--- src/rtl/core/fcc_pkg.sv ---
// Types and constants of the flow change cache.
package fcc_pkg;

  // Default sizes
  localparam int unsigned TABLE_ENTRIES_DEF = 128;
  localparam int unsigned AMOUNT_BITS_DEF   = 64;

  // Key layout inside one table row: direction, key high, key low, then amount
  localparam int unsigned NODE_BITS = 64;
  localparam int unsigned DIR_LSB   = 0;
  localparam int unsigned HI_LSB    = 1;
  localparam int unsigned LO_LSB    = HI_LSB + NODE_BITS;
  localparam int unsigned KEY_BITS  = LO_LSB + NODE_BITS;

  // Stream layout
  localparam int unsigned IN_TDATA_W  = 3 * NODE_BITS;
  localparam int unsigned IN_TUSER_W  = 2;
  localparam int unsigned OUT_TDATA_W = 8;
  localparam int unsigned TUSER_CMD   = 0;
  localparam int unsigned TUSER_DIR   = 1;
  localparam int unsigned TDATA_HI    = 0;
  localparam int unsigned TDATA_LO    = NODE_BITS;
  localparam int unsigned TDATA_FLOW  = 2 * NODE_BITS;

  typedef enum logic {
    CMD_CHECK   = 1'b0,
    CMD_PRELOAD = 1'b1
  } fcc_cmd_e;

  typedef enum logic [2:0] {
    ST_IDLE,
    ST_SCAN,
    ST_DRAIN,
    ST_COMMIT,
    ST_RESP
  } fcc_state_e;

  // Controller to datapath
  typedef struct packed {
    logic load;
    logic scan;
    logic commit;
  } fcc_ctrl_t;

  // Datapath to controller
  typedef struct packed {
    logic rd_last;
  } fcc_stat_t;

endpackage

--- src/rtl/core/fcc_ctrl.sv ---
// Controller state machine of the flow change cache.
module fcc_ctrl import fcc_pkg::*; (
  input  logic      clk_i,
  input  logic      rst_ni,
  input  logic      in_valid_i,
  output logic      in_ready_o,
  output logic      out_valid_o,
  input  logic      out_ready_i,
  output fcc_ctrl_t ctrl_o,
  input  fcc_stat_t stat_i
);

  fcc_state_e state_q, state_d;

  // State register
  always_ff @(posedge clk_i or negedge rst_ni) begin
    if (!rst_ni) begin
      state_q <= ST_IDLE;
    end else begin
      state_q <= state_d;
    end
  end

  // Next state
  always_comb begin
    state_d = state_q;
    case (state_q)
      ST_IDLE: begin
        if (in_valid_i) state_d = ST_SCAN;
      end
      ST_SCAN: begin
        if (stat_i.rd_last) state_d = ST_DRAIN;
      end
      ST_DRAIN:  state_d = ST_COMMIT;
      ST_COMMIT: state_d = ST_RESP;
      ST_RESP: begin
        if (out_ready_i) state_d = ST_IDLE;
      end
      default:   state_d = ST_IDLE;
    endcase
  end

  // Outputs
  always_comb begin
    in_ready_o  = 1'b0;
    out_valid_o = 1'b0;
    ctrl_o      = '0;
    case (state_q)
      ST_IDLE: begin
        in_ready_o  = 1'b1;
        ctrl_o.load = in_valid_i;
      end
      ST_SCAN:   ctrl_o.scan   = 1'b1;
      ST_DRAIN:  ctrl_o        = '0;
      ST_COMMIT: ctrl_o.commit = 1'b1;
      ST_RESP:   out_valid_o   = 1'b1;
      default:   ctrl_o        = '0;
    endcase
  end

endmodule

--- config.mk ---
export PLATFORM = sky130hd
export DESIGN_NAME = fcc_ctrl
export DESIGN_NICKNAME = d
export VERILOG_FILES = /design/src/rtl/core/fcc_pkg.sv /design/src/rtl/core/fcc_ctrl.sv
export SDC_FILE = /design/constraint.sdc
export NUM_CORES = 1
export LEC_CHECK = 0
export CAP_MARGIN = 20
export CORE_AREA = 2 2 39 41
export CTS_CLUSTER_DIAMETER = 150
export DETAILED_ROUTE_END_ITERATION = 6
export DIE_AREA = 0 0 41 43
export DONT_BUFFER_PORTS = 1
export GPL_ROUTABILITY_DRIVEN = 1
export GPL_TIMING_DRIVEN = 0
export PLACE_DENSITY = 0.36
export SLEW_MARGIN = 20
export SYNTH_ARGS = -nofsm -noshare
export SYNTH_HDL_FRONTEND = slang
export SYNTH_SLANG_ARGS = --single-unit
--- constraint.sdc ---
create_clock -name clk_i -period 2.1 [get_ports clk_i]
set_clock_uncertainty 0.2 [all_clocks]
set_input_delay 0.42 -clock clk_i [delete_from_list [all_inputs] [get_ports clk_i]]
set_output_delay 0.42 -clock clk_i [all_outputs]
set_load 0.1 [all_outputs]
**Word level (Yosys, flattened, before mapping)**

Index checks and enable logic that the tools add are counted.

- Bits in registers: 3
- Latch bits: 0
- Memory bits (writable): 0
- ROM bits: 0
- Bits of input ports: 5
- Output and inout bits: 5
- Memories: 0

- $add $sub $neg: 0
- Multipliers: 0
- Div/mod/pow operators: 0
- Magnitude comparators: 0
- Equality and inequality tests: 7
- Shift-type cells: 0
- Mux-type cells: 9
- Bitwise gates (word level): 0
- Reduce and logical (&&, ||, !) cells: 2

Operators with widths:

| cell | number |
|---|---|
| $pmux 3 s5 | 1 |
| $mux 3 | 3 |
| $eq 3x2->1 const B | 2 |
| $ne 2x2->1 const B | 3 |
| $mux 1 | 5 |
| $eq 3x1->1 const B | 1 |
| $eq 3x3->1 const B | 1 |
| $logic_not 3->1 | 1 |
| $reduce_and 3->1 | 1 |

**Logic depth before layout (Yosys ltp)**

- Depth in word-level cells: 3
- Mapped depth: 2

**Least setup slack after synthesis**

No wires, ideal clock.

- Path kind: register to output
- From: reg state_q[0]
- To: out ctrl_o[2] (netlist bit)
- Arrival time: 3491 ps
- Setup slack: -2011 ps
- Stages on the path, launching flop included: 3
- Buffers on the path: 0
- Cell sequence: dfrtp_1 nor3_1 and2_1

RTL lines:

| element | line | RTL |
|---|---|---|
| start, declared | fcc_ctrl.sv:13 | `fcc_state_e state_q, state_d;` |
| start signal, assigned | fcc_ctrl.sv:20 | `state_q <= state_d;` |
| end, declared | fcc_ctrl.sv:9 | `output fcc_ctrl_t ctrl_o,` |

==> flow_summary.yaml <==
outcome:
  status: "complete, but fails checks"
  violations: "negative setup slack"
final_layout:
  fillers: 155
  largest_reg_flops: 3
  regMostFlops: "state_q"
  syn_to_final_growth_pct: 99.2
  reg_top3: "state_q: 3 flops"
  antenna_cells: 0
  drive_gt1_share_pct: 59.3
  nNetsFinal: 33
  final_area_um2: 324
  multi_input_area_um2: 120
  regArea_um2: 78.8
  most-common-layout-cells: "clkbuf_4 (3), buf_4 (3), dfrtp_2 (3)"
sta:
  period_minus_slack_ns: 2.58
  finalSetupViolations: 3
  slew_headroom_pct: 30.6
  min_period_over_period_pct: 123
  layout_setup_ws_ns: -0.484
  rsz0062_at_grt: "true"
  tightest_slew_ns: 1.04
  max_freq_ghz: 0.387
  slew_viol_final: 0
  hold_violations: 0
worst_setup_path:
  crit_fanout: 2
  rr_startpoint: "state_q[1]$_DFFE_PN0P_"
  start_kind: "flop"
  endpoint_kind: "output port"
  cp.required_ns: 1.48
  crit_arrival_ns: 1.96
  critical_path_class: "reg -> out"
  r2r_cells: 4
  cp-startpoint: "state_q[0]$_DFFE_PN0P_"
logic_synthesis:
  synth.avg_cell_area_um2: 10.2
  yosys.area.top_type_share_pct: 46.2
  syn_area_um2: 163
  synth_warnings: 0
  ys_seq_elements: 3
  synth.net_count: 21
  yosysSeqAreaShare_pct: 46.2
  netlist_top_cells_area: "dfrtp_1 (46%), nor3b_1 (9.2%), a21oi_1 (6.2%), and3b_2 (6.2%), or3b_1 (5.4%)"
  synth_cell_types: 12
  synth_top_area_cell: "dfrtp_1"
  synthCells: 16
grt:
  overflow: 0
  track_usage_pct: 7.73
  grt_max_degree: 8
  grt_pass1_vias: 187
  grt_antenna_before_repair: 0
  grt_pass1_wl_um: 890
floorplan:
  placementRows: 14
  initial_core_util_pct: 11.8
  core-area_um2: 1380
  die_x_um: 41
  die_area_um2: 1760
  dieHeight_um: 43
  io-pin-count: 10
hold_path:
  hold_depth: 2
  hp-start: "out_ready_i"
  worstHoldPathType: "in -> reg"
route:
  ant_nets: 0
  finalWirelength_um: 495
  drt_iter0_drc: 1
  route.detailed.drc: 0
  drt_pass1_iterations: 2
  route.vias.total: 160
  wl_per_cell_um: 11.5
  vias_per_cell: 3.72
clock_network:
  cts-root-buf: "clkbuf_4"
  htreeDepth: 1
  clock_latency_ns: 0.23
  cts.sinks: 3
  cts_buffers: 3
  clk_pin_slew_ns: 0.04
  cts_max_path_buffers: 2
  cts_tree: "done"
placement:
  dpl-instance-area_um2: 250
  gp_congestion: 0.644
  place.port_buffers: 0
job:
  cap_violations: 0
[cell usage after synthesis]
master    number
o21bai_1       1
dfrtp_1        3
nand3b_1       1
and3b_2        1
a21oi_1        2
nor3_1         1
inv_1          1
and2_1         1
or3b_1         1
a21o_1         1
nand2b_1       1
nor3b_1        2
[critical path, stage by stage (launching register included)]
cell	delay, ns
dfrtp_2	0.41
nor3_4	0.84
and2_4	0.48
[layout make-up]
| cell class | instances | area share, % |
|---|---|---|
| inverter | 1 | 1.16 |
| multi-input combinational | 12 | 37.1 |
| timing repair buffer | 7 | 23.2 |
| sequential | 3 | 24.3 |
| clock buffer | 4 | 8.11 |
| tap | 16 | 6.18 |
[layer usage]
layer	part of all wire, %	wire (µm)	global-route usage [%]
met1	48	239	11.3
met2	42	207	9.06
met3	9.7	48	2.09
met4	0	0	6.00
met5	0	0	0
[timing repair]
item                                    4_1_cts  5_1_grt
resized for setup                             4        0
hold buffers                                  1        0
endpoints found under the setup margin        3        3
endpoints found under the hold margin         3        0
pin swaps                                     3        2
setup buffers                                 4        0
[cell families (layout without fill, tap and decap cells)]
kind of cell           after synthesis  count (layout)  synth area share [%]
AO/OA/AOI/OAI                        4               4                  15.4
AND/OR/NAND/NOR                      8               8                  36.2
buffers and inverters                1              12                  2.31
flip-flops                           3               3                  46.2
[path summary, 6_finish.rpt]
path	to	slack (ns)
max in group asynchronous	state_q[1]$_DFFE_PN0P_	1.30
setup / recovery	ctrl_o[2]	-0.48
setup reg to reg	state_q[2]$_DFFE_PN0P_	0.44
min in group asynchronous	state_q[0]$_DFFE_PN0P_	0.24
hold reg to reg	state_q[1]$_DFFE_PN0P_	0.43
hold / removal	state_q[2]$_DFFE_PN0P_	0.16
[metrics by stage]
stage	worst slack (ns)	utilization, %	cells	hold slack [ns]	TNS, ns
3_5_place_dp	-0.354	18.1	34	-0.0755	-0.354
2_1_floorplan	-0.274	-	16	-0.0756	-0.855
6_report	-0.484	23.4	43	0.157	-0.663
4_1_cts	-0.528	23.4	43	0.146	-0.749
3_3_place_gp	-0.310	14.9	32	-0.0755	-1.08
5_1_grt	-0.558	23.4	43	0.164	-0.856
Power is left out: the tool's default activity adds up to more than one toggle a clock period on the data nets, which glitch-free logic cannot reach.
